**src/rtl/rual_pkg.sv**
```systemverilog
// shared types and constants for the route update admission limiter
package rual_pkg;

  localparam int CONTEXTS_DEFAULT = 64;
  localparam int CTX_W = 6;
  localparam int GEN_W = 32;
  localparam int CAND_W = 16;
  localparam int TIME_W = 48;
  localparam int LEVEL_W = 40;
  localparam int STATUS_W = 3;
  localparam int CFG_IDX_W = 3;
  localparam int CFG_DATA_W = 40;

  localparam logic [STATUS_W-1:0] ST_ADMITTED  = 3'd0;
  localparam logic [STATUS_W-1:0] ST_DUPLICATE = 3'd1;
  localparam logic [STATUS_W-1:0] ST_NOT_QUAL  = 3'd2;
  localparam logic [STATUS_W-1:0] ST_DWELL     = 3'd3;
  localparam logic [STATUS_W-1:0] ST_BUDGET    = 3'd4;
  localparam logic [STATUS_W-1:0] ST_RECORDED  = 3'd5;

  localparam logic [CFG_IDX_W-1:0] REG_SUPPRESS = 3'd0;
  localparam logic [CFG_IDX_W-1:0] REG_MIN_CONS = 3'd1;
  localparam logic [CFG_IDX_W-1:0] REG_DWELL    = 3'd2;
  localparam logic [CFG_IDX_W-1:0] REG_REFILL   = 3'd3;
  localparam logic [CFG_IDX_W-1:0] REG_BURST    = 3'd4;

  localparam logic [LEVEL_W-1:0] ONE_TOKEN = 40'h00_0100_0000;

  typedef struct packed {
    logic                  cmd;
    logic [CTX_W-1:0]      ctx;
    logic [GEN_W-1:0]      gen;
    logic [CAND_W-1:0]     cand;
    logic [TIME_W-1:0]     now;
  } item_t;

  typedef struct packed {
    logic                  suppress;
    logic [7:0]            min_cons;
    logic [31:0]           dwell;
    logic [31:0]           refill;
    logic [LEVEL_W-1:0]    burst;
  } cfg_t;

endpackage

```
**src/rtl/rual_front.sv**
```systemverilog
// input side: word capture and a two-entry queue towards the back end
module rual_front (
  input  logic           clk,
  input  logic           rst,
  input  logic           in_valid,
  output logic           in_ready,
  input  rual_pkg::item_t in_item,
  output logic           q_valid,
  input  logic           q_ready,
  output rual_pkg::item_t q_item
);
  import rual_pkg::*;

  item_t      slot [2];
  logic       wr_ptr;
  logic       rd_ptr;
  logic [1:0] count;
  logic       push;
  logic       pop;

  assign in_ready = (count != 2'd2);
  assign push = in_valid && in_ready;
  assign q_valid = (count != 2'd0);
  assign pop = q_valid && q_ready;
  assign q_item = slot[rd_ptr];

  always_ff @(posedge clk) begin
    if (push) begin
      slot[wr_ptr] <= in_item;
    end
  end

  always_ff @(posedge clk) begin
    if (rst) begin
      wr_ptr <= 1'b0;
      rd_ptr <= 1'b0;
      count <= 2'd0;
    end else begin
      if (push) begin
        wr_ptr <= ~wr_ptr;
      end
      if (pop) begin
        rd_ptr <= ~rd_ptr;
      end
      count <= count + {1'b0, push} - {1'b0, pop};
    end
  end
endmodule

```
**config.mk**
```make
export PLATFORM = sky130hd
export DESIGN_NAME = rual_front
export DESIGN_NICKNAME = d
export VERILOG_FILES = /design/src/rtl/rual_pkg.sv /design/src/rtl/rual_front.sv
export SDC_FILE = /design/constraint.sdc
export NUM_CORES = 1
export LEC_CHECK = 0
export ABC_AREA = 1
export BUFFER_PORTS_ARGS = -buffer_cell sky130_fd_sc_hd__buf_2
export CAP_MARGIN = 20
export CORE_MARGIN = 3
export CORE_UTILIZATION = 52
export DETAILED_ROUTE_END_ITERATION = 10
export GPL_ROUTABILITY_DRIVEN = 0
export GPL_TIMING_DRIVEN = 0
export HOLD_SLACK_MARGIN = 0.12
export PLACE_DENSITY = 0.77
export SYNTH_ARGS = -nofsm -noshare
export SYNTH_HDL_FRONTEND = slang
export SYNTH_SLANG_ARGS = --single-unit
```
**constraint.sdc**
```tcl
create_clock -name clk -period 9.3 [get_ports clk]
set_clock_uncertainty 0.15 [all_clocks]
set_input_delay 2.325 -clock clk [delete_from_list [all_inputs] [get_ports clk]]
set_output_delay 2.325 -clock clk [all_outputs]
set_load 0.1 [all_outputs]
```
Word-level counts from Yosys, hierarchy flattened. Memories as Yosys holds them, arrays and structs flattened. A register that Yosys moved wholly into a read port is not among the register bits. Index checks and enable logic that the tools add are counted.

Register bits after elaboration: 4. Memories kept: 1. Word-level logic and storage cells: 16. Memory bits (writable): 206.

Mux-type cells: 4. Eq/ne operators: 1. Bitwise gates (word level): 2. Add/subtract/negate cells: 2. Reductions and logical operators: 3.

Memory list: slot (words 2, width 103, rd ports 1, clocked after Yosys merged registers in 1, wr ports 1, line rual_front.sv:14) `item_t slot [2];`.

Operators with widths (count): $mux 1 (4); $add 2x1->2 (1); $logic_and 1x1->1 (2); $ne 2x2->1 const B (1); $not 1->1 (2); $reduce_bool 2->1 (1); $sub 2x1->2 (1).

Longest topological paths before layout. Gate-level depths: netlist of the first run.

Depth in word-level cells: 4. Depth in mapped cells: 11. Gate-level depth less buffers: 11.

Worst setup path before layout of the first run. No wires, ideal clock.

Path type: input port to flip-flop. Start: in in_valid. End: mem slot[0][0] (netlist name) (enable). Path buffers: 0. Stages: 2. Setup slack: 1.854 ns. Arrival time: 6.730 ns. Required time: 8.584 ns. Setup time: 0.566 ns. Cell sequence: nand2_1 > nor2_1.

Longest elaborated chain between the ends: 3.

Ends and longest elaborated chain: from (decl) (line rual_front.sv:5) `input logic in_valid,`; $logic_and 1x1->1 (line rual_front.sv:22) `assign push = in_valid && in_ready;`; $mux 1 (line rual_front.sv:28) `if (push) begin`; $mux 1 (implied by the code) (line rual_front.sv:29) `slot[wr_ptr] <= in_item;`; to (decl) (line rual_front.sv:14).

No other way between the ends.

==> results.py, run 1 <==
metrics = {
    "status": {
        "status": "finished, final reports clean",
    },
    "cts": {
        "hold_buffers": 0,
        "cts_setup_buffers": 0,
        "postCtsResizedCells": 0,
        "htreeDepth": 1,
        "cts-root-buf": "clkbuf_16",
        "numCtsBuffers": 21,
        "cts.path.max_buffers": 3,
        "clkLatencyLatePin_ns": 0.47,
        "clk_pin_slew_ns": 0.06,
        "cts.sinks": 211,
        "cts_tree": "yes",
    },
    "setup_path": {
        "arrival_ns": 1.99,
        "r2r_cells": 6,
        "startpoint_type": "register",
        "r2r_end": "slot[0][47]",
        "crit_required_ns": 6.83,
        "endpoint": "q_item[71]",
        "endpoint_kind": "output port",
        "regToRegSetupSlack_ns": 7.12,
        "crit_fanout": 10,
        "crit_type": "register to output port",
        "r2r-start": "count[0]",
    },
    "synth": {
        "synth_nets": 466,
        "yosys_most_used_dff": "edfxtp_1",
        "avgSynthCellArea_um2": 21.54,
        "async_flop_share_pct": 0,
        "synth_top_cell_by_area": "edfxtp_1",
        "yosysUniqueCellTypes": 12,
        "synth-seq-cells": 211,
        "synth.most_common_cell": "edfxtp_1",
        "syn_area_um2": 7691,
        "ys_seq_area_share_pct": 81.73,
        "yosysWarningCount": 0,
        "synth_area_leaders": "edfxtp_1 (80%), mux2_2 (15%), dfxtp_1 (1.3%)",
        "synth_edf_count": 206,
        "synth_top_area_share_pct": 80.43,
        "synthCells": 357,
        "synth_commonest_cells": "edfxtp_1 (206), mux2_2 (103), nor2_1 (9)",
    },
    "route": {
        "routed_wl_mm": 14.43,
        "viasPerCell": 5.128,
        "drtIter0Drc": 170,
        "ant_nets": 0,
        "post_drt_wl_per_cell_um": 18.29,
        "dr.pass1.iters": 4,
        "vias": 4046,
        "drt_drc_violations_left": 0,
    },
    "placement": {
        "hpwl_mm": 10.04,
        "io_buffer_count": 211,
    },
    "global_routing": {
        "grt_pass1_wl_mm": 22.48,
        "gr-total-overflow": 0,
        "grt_pass1_vias": 4351,
        "grt_max_degree": 58,
        "grt_usage_pct": 17.58,
        "antenna_found_initial": 0,
    },
    "timing": {
        "relSlewSlack_pct": 53.62,
        "rsz0062_at_grt": "false",
        "timing.fmax_mhz": 224.2,
        "period_minus_slack_ns": 4.461,
        "setup_viol": 0,
        "finalCritPeriodShare_pct": 47.97,
        "hold_viol_final": 0,
        "worstMarginPinSlew_ns": 0.6940,
        "fin_tns_setup_ns": 0,
        "maxSlewViolCount": 0,
    },
    "floorplanning": {
        "initial_utilization_pct": 54.35,
        "die_h_um": 127.6,
        "top_level_ports": 212,
        "die-area_um2": 16290,
        "fp.coreArea_um2": 14150,
        "die_w_um": 127.6,
        "fp-row-count": 43,
    },
    "hold_path": {
        "min_path_cells": 2,
        "min_path_type": "register to register",
    },
    "final_layout": {
        "nets": 704,
        "diodes": 0,
        "area_delta_synth_final_pct": 26.26,
        "layout-drive-gt1-share_pct": 58.95,
    },
    "flow_run": {
        "cap_violations": 0,
    },
}
-- final cells by class --
| cell class | count | area (um2) |
|---|---|---|
| clock inverters | 16 | 107.6 |
| multi-input cells | 127 | 1281 |
| fillers | 952 | 4439 |
| plain buffers | 11 | 101.3 |
| clock buffers | 21 | 525.5 |
| well taps | 180 | 225.2 |
| inverters | 8 | 32.53 |
| repair buffers | 215 | 1151 |
| flip-flops and latches | 211 | 6286 |
-- layout by cell type, fill, tap and decap left out, drive strengths merged, types with 3 or more instances in the layout --
cell,synthesis,final
clkinv,0,14
clkbuf,0,21
nor2,9,9
edfxtp,206,206
nand2,8,8
dfxtp,5,5
inv,8,8
nand3,3,3
buf,11,226
mux2,103,103
-- cells by family after synthesis --
family / Yosys count / synth area share, %
flops: 211 / 81.73
mux: 103 / 15.08
simple gates: 20 / 1.025
buf+inv: 19 / 1.708
compound gates: 2 / 0.1301
fa+ha+maj: 2 / 0.3253
-- sequential cells by signal (all words and copies together) (netlist names), named ones only --
register  flops
count         2
wr_ptr        1
slot        206
rd_ptr        1
-- stage by stage --
stage                     setup WS [ns]  utilization, %  hold WS, ns  cell area, um2  std cells
after floorplan                   1.854               -       0.3175            7691        357
after global placement          -0.2302           63.41       0.3329            8972        748
after detailed placement          5.189           64.15       0.3481            9077        752
after CTS                         4.772           68.63       0.3725            9711        789
after global routing              4.729           68.63       0.3980            9711        789
final                             4.839           68.63       0.3643            9711        789
-- worst min-delay path by stage --
| stage | endpoint | from |
|---|---|---|
| finish | register | rd_ptr |
| global route | rd_ptr | rd_ptr |
| CTS | register | rd_ptr |
| detailed placement | register | rd_ptr |
| global placement | rd_ptr | rd_ptr |
| floorplan | register | rd_ptr |
-- worst max-delay path, stage by stage (launching register included) --
cell	delay [ns]
dfxtp_1	0.40
buf_4	0.27
buf_6	0.18
mux2_2	0.35
buf_2	0.30
-- per-layer routing --
| layer | global-route usage (%) | wire length [um] | share of wire (%) | vias to the layer above |
|---|---|---|---|---|
| li1 | - | - | - | 1876 |
| met1 | 21.12 | 5560 | 39 | 1978 |
| met2 | 30.66 | 7305 | 51 | 166 |
| met3 | 5.769 | 1293 | 9.0 | 26 |
| met4 | 4.806 | 267 | 1.9 | 0 |
| met5 | 0 | 0 | 0 | - |
Power of run 1 is left out: the tool's default activity adds up to more than one toggle a clock period on the data nets, which glitch-free logic cannot reach.
==> run 2, diff against run 1 <==
--- a/config.mk
+++ b/config.mk
@@ -5,16 +5,16 @@
 export SDC_FILE = /design/constraint.sdc
 export NUM_CORES = 1
 export LEC_CHECK = 0
-export ABC_AREA = 1
+export ABC_AREA = 0
 export BUFFER_PORTS_ARGS = -buffer_cell sky130_fd_sc_hd__buf_2
 export CAP_MARGIN = 20
 export CORE_MARGIN = 3
-export CORE_UTILIZATION = 52
+export CORE_UTILIZATION = 47
 export DETAILED_ROUTE_END_ITERATION = 10
 export GPL_ROUTABILITY_DRIVEN = 0
 export GPL_TIMING_DRIVEN = 0
 export HOLD_SLACK_MARGIN = 0.12
-export PLACE_DENSITY = 0.77
+export PLACE_DENSITY = 0.74
 export SYNTH_ARGS = -nofsm -noshare
 export SYNTH_HDL_FRONTEND = slang
 export SYNTH_SLANG_ARGS = --single-unit
==> constraint.sdc (replaced) <==
create_clock -name clk -period 3.9 [get_ports clk]
set_clock_uncertainty 0.15 [all_clocks]
set_input_delay 0.975 -clock clk [delete_from_list [all_inputs] [get_ports clk]]
set_output_delay 0.975 -clock clk [all_outputs]
set_load 0.1 [all_outputs]
==> run 2 against run 1 <==
Effect of this change: final area up 1.1%; count of clock-buffer cells in the layout up 5; global-route usage down 1.9 points; critical path type unchanged; area after synthesis down 0.21%; largest cell class unchanged; die area up 9.9%; critical path depth unchanged.
==> results.py, run 2 <==
metrics = {
    "final_layout": {
        "fin_util_pct": 61.58,
        "final_common_cell": "buf_2",
        "layout_common_cells": "buf_2 (214), edfxtp_1 (206), mux2_2 (104), clkbuf_16 (23), buf_6 (7)",
        "largest_registers": "slot (206), count (2)",
        "regMostFlops": "slot",
        "area_delta_synth_final_pct": 27.93,
        "layout-drive-gt1-share_pct": 60.64,
        "fill_cells": 1163,
        "multi_input_area_um2": 1296,
        "nets": 692,
        "largest_reg_flops": 206,
        "seq_area_um2": 6286,
    },
    "timing": {
        "maxSlewViolCount": 0,
        "setup_viol": 0,
        "rsz0062_at_grt": "false",
        "timing.fmax_mhz": 323.5,
        "relSlewSlack_pct": 48.98,
        "hold_viol_final": 0,
        "finalCritPeriodShare_pct": 79.26,
        "finalWorstSetupSlack_ns": 0.8089,
        "hold_slack_ns": 0.3690,
        "worstMarginPinSlew_ns": 0.7653,
        "period_minus_slack_ns": 3.091,
    },
    "placement": {
        "dp_slack_ns": 1.244,
        "io_buffer_count": 211,
        "hpwl_mm": 9.872,
    },
    "global_routing": {
        "grt_pass1_vias": 4358,
        "grt_max_degree": 53,
        "antenna_found_initial": 2,
        "grt_pass1_wl_mm": 22.30,
        "grt_usage_pct": 15.72,
        "gr-total-overflow": 0,
    },
    "cts": {
        "cts.sinks": 211,
        "clk_pin_slew_ns": 0.06,
        "numCtsBuffers": 22,
        "hold_buffers": 0,
        "cts_setup_buffers": 0,
        "clkLatencyLatePin_ns": 0.49,
        "cts_tree": "yes",
        "cts-root-buf": "clkbuf_16",
        "postCtsResizedCells": 0,
        "htreeDepth": 1,
        "cts.path.max_buffers": 3,
    },
    "floorplanning": {
        "top_level_ports": 212,
        "die_w_um": 133.8,
        "die-area_um2": 17900,
        "die_h_um": 133.8,
        "fp.coreArea_um2": 15940,
        "fp-row-count": 46,
        "initial_utilization_pct": 48.14,
    },
    "synth": {
        "async_flop_share_pct": 0,
        "ys_seq_area_share_pct": 81.90,
        "yosys_most_used_dff": "edfxtp_1",
        "synth_top_family_by_area": "multiplexers",
        "synthXorXnorAreaFrac_pct": 0.3424,
        "syn_area_um2": 7675,
        "synth_compound_area_share_pct": 0.09782,
        "synth_mux_area_share_pct": 15.26,
        "synth_top_area_share_pct": 80.60,
        "synth-simple-area-share_pct": 0.7010,
        "yosysWarningCount": 0,
        "synth-adder-area-share_pct": 0.3261,
        "synthCells": 344,
        "synth_nets": 453,
        "synth_top_cell_by_area": "edfxtp_1",
        "synth_area_leaders": "edfxtp_1 (81%), mux2_2 (15%), dfxtp_1 (1.3%)",
        "synth_commonest_cells": "edfxtp_1 (206), mux2_2 (104), buf_6 (7)",
        "synth_edf_count": 206,
        "synth.most_common_cell": "edfxtp_1",
        "synth-seq-cells": 211,
        "yosysUniqueCellTypes": 17,
        "avgSynthCellArea_um2": 22.31,
    },
    "setup_path": {
        "crit_required_ns": 2.77,
        "arrival_ns": 1.97,
        "endpoint_kind": "output port",
        "crit_fanout": 10,
        "startpoint_type": "register",
        "crit_type": "register to output port",
    },
    "hold_path": {
        "min_path_type": "register to register",
    },
    "route": {
        "drt_drc_violations_left": 0,
        "drtIter0Drc": 222,
        "dr.pass1.iters": 4,
        "routed_wl_mm": 14.58,
        "viasPerCell": 4.926,
        "ant_nets": 0,
        "post_drt_wl_per_cell_um": 17.91,
        "vias": 4010,
    },
    "status": {
        "status": "finished, final reports clean",
    },
    "flow_run": {
        "cap_violations": 0,
    },
}
==> run 2: cell types whose count changed in the layout (fill, tap and decap cells not counted), sizes merged, moves of 2 or more <==
cell / delta
bufinv: +2
xnor2: +2
nand3: -3
nand2: -7
inv: -7
a21oi: -2
clkinv: -5
nor2: -4
nor2b: +2
clkbuf: +5
==> run 2: logic make-up (layout without fill, tap and decap cells) <==
kind of cell | count (synthesis) | count (layout)
fa+ha+maj | 2 | 2
xor+xnor | 3 | 3
other cells | 0 | 1
simple gates | 11 | 11
buf+inv | 12 | 265
flops | 211 | 211
mux | 104 | 104
compound gates | 1 | 1
==> run 2: through the flow <==
stage / instance area (um2) / setup TNS, ns / std cells
detailed placement: 9101 / 0 / 775
finish: 9818 / 0 / 814
floorplan: 7684 / 0 / 344
CTS: 9816 / 0 / 813
global placement: 9010 / -8.497 / 771
global route: 9818 / 0 / 814
==> run 2: worst max-delay path, stage by stage, from the launching register on <==
cell and delay [ns]:
dfxtp_1 0.36, buf_4 0.26, buf_6 0.20, mux2_2 0.35
buf_2 0.30
==> run 2: area by class of cell <==
| class | instances | share of cell area (%) |
|---|---|---|
| plain buffers | 11 | 1.032 |
| clock inverters | 12 | 1.300 |
| inverters | 1 | 0.03823 |
| well taps | 216 | 2.753 |
| repair buffers | 215 | 11.65 |
| diodes | 1 | 0.02549 |
| clock buffers | 26 | 5.977 |
| multi-input cells | 121 | 13.20 |
| flip-flops and latches | 211 | 64.02 |
==> run 2: worst paths after layout <==
check                      to  cells past startpoint  slack [ns]     start
setup / recovery   q_item[33]                      4        0.81  register
hold / removal         rd_ptr                      2        0.37    rd_ptr
setup reg to reg  slot[1][63]                      3        1.79  count[0]
hold reg to reg        rd_ptr                      2        0.37    rd_ptr
==> run 2: metal layers <==
layer | vias to the layer above | routed length (um) | GRT usage [%]
li1 | 1847 | - | -
met1 | 1969 | 5525 | 18.22
met2 | 164 | 7482 | 28.24
met3 | 28 | 1255 | 4.576
met4 | 2 | 304 | 4.914
met5 | - | 10 | 0
Power of run 2 is left out for the same reason.
==> run 3, diff against run 2 <==
==> constraint.sdc (replaced) <==
create_clock -name clk -period 2.7 [get_ports clk]
set_clock_uncertainty 0.15 [all_clocks]
set_input_delay 0.675 -clock clk [delete_from_list [all_inputs] [get_ports clk]]
set_output_delay 0.675 -clock clk [all_outputs]
set_load 0.1 [all_outputs]
==> run 3 against run 2 <==
Effect of this change: final area increased by 2.2%; register-to-register slack worse by 1.1 ns; critical endpoint is now q_item[67]; worst hold slack got worse by 0.15 ns; count of clock-buffer cells in the layout is 2 lower; sequential share of layout area shrank 1.4 points; utilization is 1.4 points higher; non-clock buffer count is the same; largest cell class unchanged.
==> results.py, run 3 (synthesized netlist as in run 2, its figures left out) <==
metrics = {
    "floorplanning": {
        "fp.coreArea_um2": 15940,
        "die_w_um": 133.8,
        "initial_utilization_pct": 48.14,
        "die_h_um": 133.8,
        "fp-row-count": 46,
        "top_level_ports": 212,
        "die-area_um2": 17900,
    },
    "setup_path": {
        "crit_type": "register to output port",
        "crit_fanout": 10,
        "endpoint_kind": "output port",
        "critPathTopFamily": "buffers and inverters",
        "slowest_stage": "dfxtp_2",
        "arrival_ns": 1.79,
        "timing.critical_path.buf_inv": 3,
        "startpoint_type": "register",
        "crit_chain": "buf_8 > buf_6 > mux2_2 > buf_4",
        "crit_required_ns": 1.88,
        "cp_slowest_stage_delay_ns": 0.36,
    },
    "route": {
        "routed_wl_mm": 14.64,
        "ant_nets": 0,
        "drtIter0Drc": 221,
        "vias": 3938,
        "dr.pass1.iters": 4,
        "drt_drc_violations_left": 0,
        "post_drt_wl_per_cell_um": 18.00,
        "viasPerCell": 4.844,
    },
    "status": {
        "status": "finished, final reports clean",
    },
    "cts": {
        "cts-root-buf": "clkbuf_16",
        "cts.path.max_buffers": 3,
        "clkLatencyLatePin_ns": 0.49,
        "htreeDepth": 1,
        "cts.sinks": 211,
        "cts_tree": "yes",
        "clk_pin_slew_ns": 0.06,
        "hold_buffers": 0,
        "numCtsBuffers": 22,
    },
    "final_layout": {
        "nets": 692,
        "diodes": 0,
        "area_delta_synth_final_pct": 30.75,
        "layout_common_cells": "edfxtp_1 (206), buf_2 (141), mux2_2 (104), buf_4 (60), clkbuf_16 (23)",
        "final_common_cell": "edfxtp_1",
        "largest_registers": "slot (206), count (2)",
        "stdcell_count": 813,
        "layout-drive-gt1-share_pct": 61.14,
        "regMostFlops": "slot",
        "largest_reg_flops": 206,
    },
    "hold_path": {
        "min_path_type": "input port to register",
    },
    "placement": {
        "place_inst": 775,
        "io_buffer_count": 211,
        "hpwl_mm": 9.800,
    },
    "timing": {
        "period_minus_slack_ns": 2.619,
        "hold_slack_ns": 0.2212,
        "setup_viol": 0,
        "finalCritPeriodShare_pct": 97.01,
        "worstMarginPinSlew_ns": 0.6399,
        "timing.fmax_mhz": 381.8,
        "relSlewSlack_pct": 57.34,
        "maxSlewViolCount": 0,
        "hold_viol_final": 0,
    },
    "global_routing": {
        "gr-total-overflow": 0,
        "grt_pass1_vias": 4296,
        "grt_max_degree": 62,
        "grt_pass1_wl_mm": 21.91,
        "grt_usage_pct": 15.59,
        "antenna_found_initial": 0,
    },
    "flow_run": {
        "cap_violations": 0,
    },
}
## run 3: metal layers
metal,share of wire [%],up-vias,global-route usage [%]
met5,0,-,0
met4,1.6,0,3.829
li1,-,1847,-
met1,37,1913,17.56
met2,52,159,28.64
met3,9.3,19,5.139
## run 3: layout make-up
cell class,instances,area [um2]
Multi-Input combinational cell,121,1311
Clock inverter,14,108.9
Fill cell,1110,5908
Tap cell,216,270.3
Timing Repair Buffer,215,1356
Clock buffer,24,579.3
Buffer,11,116.4
Sequential cell,211,6289
Inverter,1,3.754
## run 3: path summary, 6_finish.rpt
check	depth (start not counted)	from	slack (ns)	end
min	1	in_item[28]	0.22	slot[0][28]
min reg2reg	2	rd_ptr	0.37	register
max reg2reg	3	count[0]	0.72	slot[1][74]
max	4	register	0.08	q_item[67]
## run 3: stage by stage
step | worst slack [ns] | setup TNS, ns | cell area, um2 | utilization, %
global route | -0.001940 | -0.001940 | 10030 | 62.94
detailed placement | 0.3719 | 0 | 9117 | 57.19
floorplan | -0.1731 | -17.83 | 7700 | -
CTS | -0.03973 | -1.551 | 9985 | 62.63
finish | 0.08068 | 0 | 10030 | 62.94
global placement | -0.9748 | -159.26 | 9026 | 56.62
## run 3: repair_timing
item,in CTS,in global routing
setup endpoints to repair,77,100
buffers inserted,0,0
gates resized for setup,71,15
## run 3: worst register-to-register path, stage by stage (launching register included)
cell,delay (ns)
dfxtp_2,0.35
nand2b_4,0.15
and3_4,0.60
buf_16,0.37
Power of run 3 is left out for the same reason.
